<file path="src/rtl/core/spfe_pkg.sv">
// Shared constants and the job record passed from the front end to the back end.
`timescale 1ns / 1ps

package spfe_pkg;

    localparam int DEFAULT_PAYLOAD_BYTES = 24;
    localparam int QUEUE_DEPTH           = 2;

    localparam logic [7:0] START_CODE   = 8'h02;
    localparam logic [7:0] END_CODE     = 8'h03;
    localparam logic [1:0] PRINT_TAG    = 2'b01;
    localparam logic [5:0] HEADER_RESET = 6'd4;

    // One accepted byte turns into one to three characters.
    typedef struct packed {
        logic [7:0] ch0;
        logic [7:0] ch1;
        logic [7:0] ch2;
        logic [1:0] last_idx;
        logic       has_end;
    } job_t;

endpackage

</file>
<file path="src/rtl/core/spfe_front.sv">
// Front end: accepts payload bytes, tracks frame state and builds character jobs.
`timescale 1ns / 1ps

module spfe_front #(
    parameter int PAYLOAD_BYTES = spfe_pkg::DEFAULT_PAYLOAD_BYTES
) (
    input  logic              clk,
    input  logic              rst_n,
    input  logic              push,
    input  logic              q_full,
    input  logic [7:0]        payload_byte,
    input  logic              cfg_we,
    input  logic [5:0]        cfg_wdata,
    output logic              job_push,
    output spfe_pkg::job_t    job
);
    import spfe_pkg::*;

    localparam int POS_W = (PAYLOAD_BYTES > 1) ? $clog2(PAYLOAD_BYTES) : 1;
    localparam logic [POS_W-1:0] LAST_POS = POS_W'(PAYLOAD_BYTES - 1);

    logic [5:0]       header_reg;
    logic [1:0]       phase_reg,  phase_next;
    logic [3:0]       left_reg,   left_next;
    logic [POS_W-1:0] pos_reg,    pos_next;

    logic       accept;
    logic       first, last;
    logic [1:0] ph;
    logic [3:0] lo;
    logic [7:0] d0, d1, pad;
    logic [1:0] ph_after;
    logic [3:0] lo_after;

    assign accept   = push && !q_full;
    assign job_push = accept;
    assign first    = (pos_reg == '0);
    assign last     = (pos_reg == LAST_POS);
    assign ph       = first ? 2'd0 : phase_reg;
    assign lo       = first ? 4'd0 : left_reg;

    always_comb
    begin
        d1 = {PRINT_TAG, payload_byte[5:0]};
        unique case (ph)
            2'd1:
            begin
                d0       = {PRINT_TAG, lo[1:0], payload_byte[7:4]};
                ph_after = 2'd2;
                lo_after = payload_byte[3:0];
            end
            2'd2:
            begin
                d0       = {PRINT_TAG, lo[3:0], payload_byte[7:6]};
                ph_after = 2'd0;
                lo_after = 4'd0;
            end
            default:
            begin
                d0       = {PRINT_TAG, payload_byte[7:2]};
                ph_after = 2'd1;
                lo_after = {2'b00, payload_byte[1:0]};
            end
        endcase
        // pending bits at frame end go out zero-padded at the low end
        pad = (ph_after == 2'd1) ? {PRINT_TAG, lo_after[1:0], 4'b0000}
                                 : {PRINT_TAG, lo_after[3:0], 2'b00};
    end

    // Frames must be at least three bytes (the block does not enforce it), so first and last never coincide.
    always_comb
    begin
        job = '0;
        priority if (first)
        begin
            job.ch0      = START_CODE;
            job.ch1      = {2'b00, header_reg};
            job.ch2      = d0;
            job.last_idx = 2'd2;
        end
        else if (last)
        begin
            job.ch0      = d0;
            job.ch1      = (ph == 2'd2) ? d1 : pad;
            job.ch2      = END_CODE;
            job.last_idx = 2'd2;
            job.has_end  = 1'b1;
        end
        else
        begin
            job.ch0      = d0;
            job.ch1      = d1;
            job.ch2      = END_CODE;
            job.last_idx = (ph == 2'd2) ? 2'd1 : 2'd0;
        end
    end

    always_comb
    begin
        phase_next = phase_reg;
        left_next  = left_reg;
        pos_next   = pos_reg;
        if (accept)
        begin
            if (last)
            begin
                phase_next = 2'd0;
                left_next  = 4'd0;
                pos_next   = '0;
            end
            else
            begin
                phase_next = ph_after;
                left_next  = lo_after;
                pos_next   = pos_reg + 1'b1;
            end
        end
    end

    always_ff @(posedge clk or negedge rst_n)
    begin
        if (!rst_n)
        begin
            header_reg <= HEADER_RESET;
            phase_reg  <= 2'd0;
            left_reg   <= 4'd0;
            pos_reg    <= '0;
        end
        else
        begin
            if (cfg_we)
            begin
                header_reg <= cfg_wdata;
            end
            phase_reg <= phase_next;
            left_reg  <= left_next;
            pos_reg   <= pos_next;
        end
    end

endmodule

</file>
<file path="src/rtl/core/spfe_queue.sv">
// Short job queue that decouples the front end from the back end.
`timescale 1ns / 1ps

module spfe_queue (
    input  logic              clk,
    input  logic              rst_n,
    input  logic              wr_en,
    input  spfe_pkg::job_t    wr_job,
    output logic              q_full,
    input  logic              rd_en,
    output logic              rd_valid,
    output spfe_pkg::job_t    rd_job
);
    import spfe_pkg::*;

    localparam int PTR_W = (QUEUE_DEPTH > 1) ? $clog2(QUEUE_DEPTH) : 1;
    localparam int CNT_W = $clog2(QUEUE_DEPTH + 1);
    localparam logic [PTR_W-1:0] LAST_SLOT = PTR_W'(QUEUE_DEPTH - 1);

    job_t             mem [QUEUE_DEPTH];
    logic [PTR_W-1:0] wptr_reg, rptr_reg;
    logic [CNT_W-1:0] cnt_reg;
    logic             do_wr, do_rd;

    assign q_full   = (cnt_reg == CNT_W'(QUEUE_DEPTH));
    assign rd_valid = (cnt_reg != '0);
    assign rd_job   = mem[rptr_reg];
    assign do_wr    = wr_en && !q_full;
    assign do_rd    = rd_en && rd_valid;

    always_ff @(posedge clk)
    begin
        if (do_wr)
        begin
            mem[wptr_reg] <= wr_job;
        end
    end

    always_ff @(posedge clk or negedge rst_n)
    begin
        if (!rst_n)
        begin
            wptr_reg <= '0;
            rptr_reg <= '0;
            cnt_reg  <= '0;
        end
        else
        begin
            if (do_wr)
            begin
                wptr_reg <= (wptr_reg == LAST_SLOT) ? '0 : wptr_reg + 1'b1;
            end
            if (do_rd)
            begin
                rptr_reg <= (rptr_reg == LAST_SLOT) ? '0 : rptr_reg + 1'b1;
            end
            if (do_wr && !do_rd)
            begin
                cnt_reg <= cnt_reg + 1'b1;
            end
            else if (do_rd && !do_wr)
            begin
                cnt_reg <= cnt_reg - 1'b1;
            end
        end
    end

endmodule

</file>
<file path="src/rtl/core/spfe_back.sv">
// Back end: walks each job one character per cycle into the output register while the receiver pops.
`timescale 1ns / 1ps

module spfe_back (
    input  logic              clk,
    input  logic              rst_n,
    input  logic              job_valid,
    input  spfe_pkg::job_t    job,
    output logic              job_pop,
    output logic              empty,
    input  logic              pop,
    output logic [7:0]        char_out,
    output logic              frame_end,
    output logic              run_last
);
    import spfe_pkg::*;

    logic [1:0] idx_reg;
    logic       out_valid_reg;
    logic [7:0] char_reg;
    logic       end_reg;
    logic       last_reg;
    logic       load;
    logic       at_last;
    logic [7:0] sel_char;

    assign load    = job_valid && (!out_valid_reg || pop);
    assign at_last = (idx_reg == job.last_idx);
    assign job_pop = load && at_last;

    always_comb
    begin
        unique case (idx_reg)
            2'd0:    sel_char = job.ch0;
            2'd1:    sel_char = job.ch1;
            default: sel_char = job.ch2;
        endcase
    end

    always_ff @(posedge clk)
    begin
        if (load)
        begin
            char_reg <= sel_char;
            end_reg  <= job.has_end && at_last;
            last_reg <= at_last;
        end
    end

    always_ff @(posedge clk or negedge rst_n)
    begin
        if (!rst_n)
        begin
            idx_reg       <= 2'd0;
            out_valid_reg <= 1'b0;
        end
        else
        begin
            if (load)
            begin
                out_valid_reg <= 1'b1;
                idx_reg       <= at_last ? 2'd0 : idx_reg + 1'b1;
            end
            else if (pop)
            begin
                out_valid_reg <= 1'b0;
            end
        end
    end

    assign empty     = !out_valid_reg;
    assign char_out  = char_reg;
    assign frame_end = end_reg;
    assign run_last  = last_reg;

endmodule

</file>
<file path="src/rtl/core/six_bit_printable_frame_encoder.sv">
// Top level: printable six-bit frame encoder with start/end codes.
//
// Input channel: payload_byte is taken on a rising edge with push high and
// full low. Bytes are the payload of fixed frames of PAYLOAD_BYTES bytes.
// Output channel: while empty is low, char_out/frame_end/run_last show the
// oldest character; it is taken on an edge with pop high. run_last marks the
// last character caused by a byte, frame_end marks the end code.
// Config: cfg_we writes cfg_wdata into the header register (reset 4); it is
// sampled by the first byte of a frame.
// Flow: a byte's job is written into the job queue and then loaded into the
// output register once that register is free. The front end takes a byte every
// cycle while the two-entry job queue has room; the back end sends one
// character per cycle while pop is high, so the rate is set by the output
// register: 1 to 3 characters per byte (35 characters per 24-byte frame at the
// default length).
// Reset clears frame state, the queue and the output register. When the
// receiver stalls, the output holds, the queue fills and full rises.
`timescale 1ns / 1ps

module six_bit_printable_frame_encoder #(
    parameter int PAYLOAD_BYTES = spfe_pkg::DEFAULT_PAYLOAD_BYTES
) (
    input  logic       clk,
    input  logic       rst_n,
    input  logic       push,
    output logic       full,
    input  logic [7:0] payload_byte,
    input  logic       cfg_we,
    input  logic [5:0] cfg_wdata,
    output logic       empty,
    input  logic       pop,
    output logic [7:0] char_out,
    output logic       frame_end,
    output logic       run_last
);
    import spfe_pkg::*;

    job_t wr_job, rd_job;
    logic job_push, job_pop, job_valid, q_full;

    assign full = q_full;

    spfe_front #(
        .PAYLOAD_BYTES(PAYLOAD_BYTES)
    ) u_front (
        .clk          (clk),
        .rst_n        (rst_n),
        .push         (push),
        .q_full       (q_full),
        .payload_byte (payload_byte),
        .cfg_we       (cfg_we),
        .cfg_wdata    (cfg_wdata),
        .job_push     (job_push),
        .job          (wr_job)
    );

    spfe_queue u_queue (
        .clk      (clk),
        .rst_n    (rst_n),
        .wr_en    (job_push),
        .wr_job   (wr_job),
        .q_full   (q_full),
        .rd_en    (job_pop),
        .rd_valid (job_valid),
        .rd_job   (rd_job)
    );

    spfe_back u_back (
        .clk       (clk),
        .rst_n     (rst_n),
        .job_valid (job_valid),
        .job       (rd_job),
        .job_pop   (job_pop),
        .empty     (empty),
        .pop       (pop),
        .char_out  (char_out),
        .frame_end (frame_end),
        .run_last  (run_last)
    );

endmodule

</file>
<file path="config.mk">
export PLATFORM = sky130hd
export DESIGN_NAME = six_bit_printable_frame_encoder
export DESIGN_NICKNAME = d
export VERILOG_FILES = /design/src/rtl/core/spfe_pkg.sv /design/src/rtl/core/spfe_front.sv /design/src/rtl/core/spfe_queue.sv /design/src/rtl/core/spfe_back.sv /design/src/rtl/core/six_bit_printable_frame_encoder.sv
export SDC_FILE = /design/constraint.sdc
export NUM_CORES = 1
export LEC_CHECK = 0
export ABC_AREA = 0
export BUFFER_PORTS_ARGS = -buffer_cell sky130_fd_sc_hd__buf_2
export CORE_MARGIN = 8
export CORE_UTILIZATION = 50
export CTS_CLUSTER_DIAMETER = 60
export CTS_CLUSTER_SIZE = 40
export DETAILED_ROUTE_END_ITERATION = 7
export GPL_TIMING_DRIVEN = 0
export PLACE_DENSITY_LB_ADDON = 0.2
export SLEW_MARGIN = 20
export SYNTH_ARGS = -nofsm -noshare
export SYNTH_HDL_FRONTEND = slang
export SYNTH_SLANG_ARGS = --single-unit
</file>
<file path="constraint.sdc">
create_clock -name clk -period 7.69 [get_ports clk]
set_input_delay 1.9225 -clock clk [delete_from_list [all_inputs] [get_ports clk]]
set_output_delay 1.9225 -clock clk [all_outputs]
set_load 0.01 [all_outputs]
</file>
# After elaboration in Yosys (flattened, before gate mapping)

Memory sizes are Yosys's and may differ from the RTL's.
Cells that the tools add are included.

Flip-flop bits (word level): 34
Bits in writable memories: 52
Input bits: 19
Output and inout port bits: 12
Logic and storage cells: 69
Memories kept: 1

Add/sub/neg operators: 6
Eq/ne operators: 7
Mux-type cells: 25
Reduce and logical (&&, ||, !) cells: 18

Memory list:

| name        | words | bits a word | rd ports | clocked after memory_dff | write ports | RTL line         | RTL |
|---|---|---|---|---|---|---|---|
| u_queue.mem | 2     | 26          | 1        | 0                        | 1           | spfe_queue.sv:20 | `job_t mem [QUEUE_DEPTH];` |

Operator list:

| cell                | count |
|---|---|
| $mux 25             | 1 |
| $mux 18             | 1 |
| $pmux 8 s2          | 1 |
| $pmux 6 s2          | 1 |
| $mux 2              | 5 |
| $mux 1              | 9 |
| $logic_and 1x1->1   | 8 |
| $mux 4              | 2 |
| $mux 8              | 1 |
| $pmux 4 s2          | 1 |
| $eq 2x1->1 const B  | 3 |
| $mux 6              | 1 |
| $reduce_bool 2->1   | 3 |
| $add 5x1->5 const B | 1 |
| $eq 5x5->1 const B  | 1 |
| $logic_not 5->1     | 1 |
| $mux 5              | 1 |
| $add 2x1->2 const B | 2 |
| $eq 2x2->1 const B  | 2 |
| $logic_not 1->1     | 4 |
| $pmux 2 s2          | 1 |
| $add 1x1->1 const B | 2 |
| $eq 2x2->1          | 1 |
| $logic_not 2->1     | 1 |
| other kinds (2)     | 2 |

# Longest topological paths before layout

Gate-level depths: netlist of the first run.

Word-level depth: 9
Mapped depth: 13
Gate-level depth less buffers: 10

# Hierarchy

A second synthesis of the first run with hierarchy kept.

Cells, all modules: 302
Area total of the unflattened synthesis: 4124.0 um^2

Modules (own cells, without submodules):

| module     | times used | cells each | area each (um^2) | sequential area each (um^2) |
|---|---|---|---|---|
| spfe_queue | 1          | 103        | 2248.4           | 1721.7 |
| spfe_front | 1          | 142        | 1232.4           | 426.7 |
| spfe_back  | 1          | 57         | 643.1            | 375.4 |

# Least setup slack after synthesis of the first run

OpenSTA, ideal clock, no wires.

Path type: input to register
From: input push
To: memory u_queue.mem[0][0] (netlist bit) (enable)
Setup time: 0.403 ns
Arrival time: 3.160 ns
Data required time: 7.287 ns
Path slack: 4.127 ns
Stages on the path: 3
Path buffers: 1
Cells stage by stage: nand2_1 > buf_2 > nor2_1

Word-level cells in the longest chain between the ends: 4

RTL lines:

| element                      | RTL line                              | RTL |
|---|---|---|
| from (decl)                  | six_bit_printable_frame_encoder.sv:25 | `input logic push,` |
| $logic_and 1x1->1            | spfe_front.sv:35                      | `assign accept = push && !q_full;` |
| $logic_and 1x1->1            | spfe_queue.sv:28                      | `assign do_wr = wr_en && !q_full;` |
| $mux 1                       | spfe_queue.sv:33                      | `if (do_wr)` |
| $mux 1 (implied by the code) | spfe_queue.sv:35                      | `mem[wptr_reg] <= wr_job;` |
| to (decl)                    | spfe_queue.sv:20                      |  |

Every way passes these cells.

# Final worst setup path of the first run

From: input pop
To: register u_queue.cnt_reg[1]

Word-level cells in the longest chain between the ends: 7
Elaborated cells on any way between the ends: 9
Those cells by class: 1 x mux; 8 x reduce/logical

RTL lines:

| element                                            | RTL line                              | RTL |
|---|---|---|
| from (decl)                                        | six_bit_printable_frame_encoder.sv:31 | `input logic pop,` |
| $logic_or 1x1->1 *                                 | spfe_back.sv:27                       | `assign load = job_valid && (!out_valid_reg \|\| pop);` |
| $logic_and 1x1->1 *                                | spfe_back.sv:27                       |  |
| named net u_back.load                              | spfe_back.sv:23                       | `logic load;` |
| $logic_and 1x1->1 *                                | spfe_back.sv:29                       | `assign job_pop = load && at_last;` |
| $logic_and 1x1->1 *                                | spfe_queue.sv:29                      | `assign do_rd = rd_en && rd_valid;` |
| $logic_not 1->1                                    | spfe_queue.sv:57                      | `if (do_wr && !do_rd)` |
| $logic_and 1x1->1                                  | spfe_queue.sv:57                      |  |
| $mux 2 / $reduce_bool 2->1 (equally long branches) | --                                    |  |
| to (signal assigned)                               | spfe_queue.sv:59                      | `cnt_reg <= cnt_reg + 1'b1;` |
| to (signal assigned)                               | spfe_queue.sv:63                      | `cnt_reg <= cnt_reg - 1'b1;` |
| to (decl)                                          | spfe_queue.sv:22                      | `logic [CNT_W-1:0] cnt_reg;` |

The timed path passes the listed nets; every way through them passes the cells marked *.
A chain may end at the register's enable or synchronous reset.

==> results of run 1 <==
cells by family (layout without fill, tap and decap cells):
family,Yosys count,in the layout,synth area share
flip-flops,79,79,0.6464
AND/OR/NAND/NOR,78,78,0.09727
multiplexers,14,14,0.04666
AO/OA/AOI/OAI,63,63,0.1185
XOR/XNOR,9,9,0.02261
adder cells (fa/ha/maj),7,7,0.02512
other,1,1,0.001076
buffers and inverters,28,72,0.04235
worst min-delay path: cells and delay by family, from the launching register on:
kind             cells  cell delay, ps
DFF                  1             350
and+or+nand+nor      2             130
final timing paths:
check                           slack, ps  depth (start not counted)                   end                  from
min in group asynchronous            1560                          1  u_front.phase_reg[1]                 rst_n
worst max-delay path                 4510                          9    u_queue.cnt_reg[1]                   pop
max in group asynchronous            5760                          1     u_back.idx_reg[1]                 rst_n
worst min-delay path                  510                          2  u_back.out_valid_reg  u_back.out_valid_reg
worst min register to register        510                          2  u_back.out_valid_reg  u_back.out_valid_reg
worst max register to register       4750                         12    u_queue.mem[1][15]    u_front.pos_reg[0]
placed cells by master (no fill, tap or decap), types with 2 or more instances in the layout:
cell type	Yosys	layout
dfrtp_1	23	23
a22o_1	9	9
nor2_1	20	19
clkbuf_1	9	11
mux2i_1	5	5
a211oi_1	6	6
edfxtp_1	55	55
ha_1	7	7
a31oi_1	10	10
buf_2	2	30
a21oi_1	6	6
xor2_1	2	2
and3_1	4	4
inv_1	11	11
o21ai_2	2	2
nand2b_1	2	2
o21ai_0	19	19
clkbuf_8	0	10
mux2_2	8	8
xnor2_1	7	7
nand3_1	5	5
nand2_1	42	42
buf_6	2	2
a22oi_1	9	9
area by class of cell:
| type | count | area (um2) | share of cell area |
|---|---|---|---|
| inverter | 13 | 53.80 | 0.01371 |
| multi-input combinational | 172 | 1092 | 0.2783 |
| clock buffer | 12 | 145.1 | 0.03698 |
| buffer | 15 | 93.84 | 0.02391 |
| sequential | 79 | 2253 | 0.5741 |
| clock inverter | 4 | 46.29 | 0.01179 |
| tap | 80 | 100.1 | 0.02550 |
| timing repair buffer | 28 | 140.1 | 0.03570 |
routing by layer:
metal	part of all wire	GRT usage	up-vias
met3	0.061	0.03492	13
met2	0.47	0.2242	60
li1	-	-	1097
met1	0.45	0.1708	1081
met4	0.020	0.09080	0
met5	0	0	-
power by group:
group	internal, mW	total, mW	switching [mW]
clock network	0.158	0.302	0.144
registers	0.671	0.740	0.0694
logic	0.242	0.642	0.401
total	1.07	1.68	0.614
per-stage QoR:
step	hold slack, ps	setup slack (ps)	utilization	area [um2]	power, mW
6_report	510.1	4505	0.5809	3925	1.684
4_1_cts	506.2	4509	0.5809	3925	1.692
2_1_floorplan	449.7	4127	-	3486	1.204
3_3_place_gp	468.8	3516	0.5515	3726	1.366
3_5_place_dp	488.2	4138	0.5526	3734	1.392
5_1_grt	539.4	4381	0.5809	3925	1.795
==> out/qor.csv, run 1 <==
metric,value,unit
status,completed,
grt_setup_unrepaired,no,
leakagePower,1.566,nW
slew_headroom,0.2980,
avgRoutedWirePerCell,16.48,um
htreeDepth,3,
port_buffers,28,
critical_path_required,7970,ps
insertedDiodeCount,0,
drive_above_1_share,0.1950,
cp_data_arrival_time,3460,ps
dieArea,9899,um2
insertion_delay,350,ps
synth_seq_cells,79,
synth_area,3486,um2
numClockSinks,79,
clock.fmax,0.3140,GHz
ys_top_cells_by_count,"55 x edfxtp_1, 42 x nand2_1, 23 x dfrtp_1, 20 x nor2_1, 19 x o21ai_0",
cp_num_buf_inv,2,
path_clk_slew,80,ps
critical_path_peak_fanout,14,
path_class,in2reg,
start_kind,input pin,
cts_made_buffers,9,
synthMostInstantiatedCell,edfxtp_1,
slowest_delay,430,ps
worstMarginPinSlew,1053,ps
routed_wl,6640,um
setup_violations,0,
ios,31,
netlist.area_leader.share,0.4738,
dp.cells,387,
yosysSeqAreaShare,0.6464,
hpwl,4649,um
ys.flop_type,edfxtp_1,
cts_setup_buffers,0,
cp-end-kind,flop,
worstPathCellList,buf_2 -> nand2b_1 -> o21ai_0 -> inv_1 -> nand2_1 -> ha_1 -> xor2_1 -> nor2_1 -> xor2_1,
drt-pass1-iter-count,4,
ys_top_cells_by_area,"edfxtp_1 47%, dfrtp_1 17%, nand2_1 4.5%",
start_util,0.5159,
syn_inst,279,
vias,2251,
instances_no_fill,403,
clock_path_buffers,2,
grt_pass1_vias,2278,
grt.overflow.total,0,
final.fill_count,570,
grt_max_degree,25,
period_share,0.4141,
synth_fp_nets,305,
crit_path_top_delay_cell,inv_1,
cts-root-buf,clkbuf_8,
cpMostUsedCell,xor2_1,
antenna_left,0,
cp_top_family,buffers and inverters,
largest_reg_flops,46,
hold_class,reg2reg,
grt_pass1_wl,10890,um
drc,0,
antenna_found_initial,0,
fin_crit,3185,ps
die_y,99.50,um
synth_edf_count,55,
tns,0,ps
synth_top_area_cell,edfxtp_1,
cts_tree,built,
core,6756,um2
area_growth,12.60,%
p_per_area,429.1,nW/um2
yosys_warnings,0,
die_w,99.50,um
async_flop_share,0.3038,
syn_area_per_cell,12.49,um2
track_usage,0.1422,
drv_cap,0,
yosysUniqueCellTypes,37,
drtIter0Drc,83,
clock_skew,8.828,ps
rows,30,
vdd_drop_max,186.5,uV
drv_slew,0,
cts_hold_buf,0,
gp_congestion,0.8680,
hold_viol,0,
cts_resized,0,
via_per_inst,5.586,
nets,344,
(Power assumes the default switching activity.)
==> run 2, diff against run 1 <==
- ABC_AREA: 0 -> 1
- clock period: 7.69 -> 2.6 ns (I/O delays scaled with it)
==> run 2 against run 1 <==
Synthesized cell count rose by 22%. Via count rose by 10%. Global-route usage rose by 1.5 points. Critical path depth rose by 2. Combinational power rose to 2.9 times the previous value. Flip-flop and latch count did not move. Utilization fell by 0.43 points. Clock power rose to 3.4 times the previous value. Design area rose by 4.8%. Die area rose by 2.9%. Largest cell class unchanged. Largest power group unchanged.
==> out/qor.csv, run 2 <==
metric,value,unit
final.fill_count,652,
nets,407,
largest_reg_flops,46,
insertedDiodeCount,0,
cts_setup_buffers,0,
tns,0,ps
routed_wl,7297,um
synth_area,3606,um2
dp.cells,469,
cts_tree,built,
drive_above_1_share,0.1969,
slew_headroom,0.5002,
cts_made_buffers,9,
die_y,100.9,um
cp_data_arrival_time,2550,ps
post_dp_cell_area,3895,um2
port_buffers,28,
dieArea,10190,um2
status,completed,
avgRoutedWirePerCell,15.05,um
mostFrequentLayoutCells,"67 x nand2_1, 55 x edfxtp_1, 38 x inv_1, 33 x buf_2, 32 x o21ai_0",
track_usage,0.1571,
synth_edf_count,55,
period_share,0.9098,
ys_top_cells_by_count,"67 x nand2_1, 55 x edfxtp_1, 38 x inv_1, 32 x o21ai_0, 29 x nor2_1",
core,7137,um2
hold_viol,0,
grt.overflow.total,0,
hpwl,5201,um
syn_inst,341,
yosys_warnings,0,
critical_path_required,2780,ps
setup_violations,0,
drv_slew,0,
grt_pass1_wl,12230,um
die_w,100.9,um
numClockSinks,79,
leakagePower,1.737,nW
cts_resized,0,
path_clk_slew,80,ps
ys.flop_type,edfxtp_1,
slowest_delay,370,ps
synth_fp_nets,367,
crit_path_top_delay_cell,dfrtp_1,
gp_congestion,0.8692,
syn_area_per_cell,10.57,um2
mostFrequentLayoutCell,nand2_1,
yosysSeqAreaShare,0.6249,
place_ws,227.0,ps
yosysUniqueCellTypes,35,
clock.fmax,0.4227,GHz
vias,2479,
grt_setup_unrepaired,no,
antenna_left,0,
hold_class,in2async,
worstPathCellList,inv_1 -> ha_1 -> nand3_2 -> inv_2 -> nor2_1 -> inv_1 -> ha_1 -> buf_6 -> nor2_1 -> nand3_1 -> a21oi_1,
synthMostInstantiatedCell,nand2_1,
cts_hold_buf,0,
rows,31,
cp-end-kind,flop,
drtIter0Drc,139,
r2r_slack,230,ps
p_total,4.958,mW
drv_cap,0,
hold_ws,284.7,ps
vdd_drop_max,533.8,uV
synth_top_area_cell,edfxtp_1,
start_util,0.5053,
antenna_found_initial,0,
start_kind,flop,
fin_ws,234.5,ps
p_per_area,1205,nW/um2
via_per_inst,5.111,
grt_pass1_vias,2511,
synth_seq_cells,79,
critical_path_peak_fanout,10,
cts-root-buf,clkbuf_8,
clock_path_buffers,2,
ys_top_cells_by_area,"edfxtp_1 46%, dfrtp_1 16%, nand2_1 7.0%",
async_flop_share,0.3038,
clock_skew,5.493,ps
area_growth,14.12,%
drt-pass1-iter-count,6,
netlist.area_leader.share,0.4580,
drc,0,
fin_crit,2366,ps
path_class,reg2reg,
insertion_delay,350,ps
final_area,4115,um2
ios,31,
utilization,0.5766,
instances_no_fill,485,
worstMarginPinSlew,744.7,ps
htreeDepth,3,
grt_max_degree,25,
run 2: cell types whose count changed after synthesis, moves of 6 or more:
cell,delta
a211oi_1,-6
a22o_1,-9
a22oi_1,-9
a31oi_1,-9
clkbuf_1,-8
inv_1,+27
nand2_1,+25
nand3_1,+17
nor2_1,+9
o21a_1,+7
o21ai_0,+13
o221ai_1,+6
run 2: final cells by class:
type	instances	area, um2	share of cell area
clock inverters	6	92.59	0.02250
repair buffers	29	155.1	0.03770
plain buffers	11	73.82	0.01794
clock buffers	10	127.6	0.03101
multi-input cells	209	1129	0.2742
well taps	99	123.9	0.03010
flip-flops and latches	79	2253	0.5476
inverters	42	160.2	0.03892
run 2: power by group:
part           total, mW  switching [mW]  internal (mW)
clock               1.02           0.470          0.548
combinational       1.87            1.22          0.643
sequential          2.07           0.160           1.91
total               4.96            1.85           3.10
run 2: cells by family after synthesis:
| family | share of synthesized area |
|---|---|
| AND/OR/NAND/NOR | 0.1568 |
| flip-flops | 0.6249 |
| AO/OA/AOI/OAI | 0.1083 |
| buffers and inverters | 0.06488 |
| adder cells (fa/ha/maj) | 0.02429 |
| multiplexers | 0.01249 |
| XOR/XNOR | 0.007288 |
| other | 0.001040 |
run 2: final timing paths:
kind	start	to	cells after the start
min reg2reg	u_front.left_reg[2]	u_front.left_reg[2]	2
max reg2reg	u_front.pos_reg[0]	u_queue.mem[1][5]	11
max in group asynchronous	rst_n	u_front.header_reg[2]	1
max	u_front.pos_reg[0]	u_queue.mem[1][5]	11
min	rst_n	u_front.pos_reg[2]	1
min in group clk	u_front.left_reg[2]	u_front.left_reg[2]	2
run 2: critical path: cells and delay by family, from the launching register on:
family                     cells  cell delay (ps)
AOI/OAI and AO/OA              1              210
adders and majority gates      2              580
buffers and inverters          4              380
DFF                            1              370
and+or+nand+nor                4              640
run 2: layer usage:
layer	track usage	part of all wire
met5	0	0
met4	0.06529	0.0090
met3	0.04075	0.053
met2	0.2567	0.48
met1	0.1923	0.46
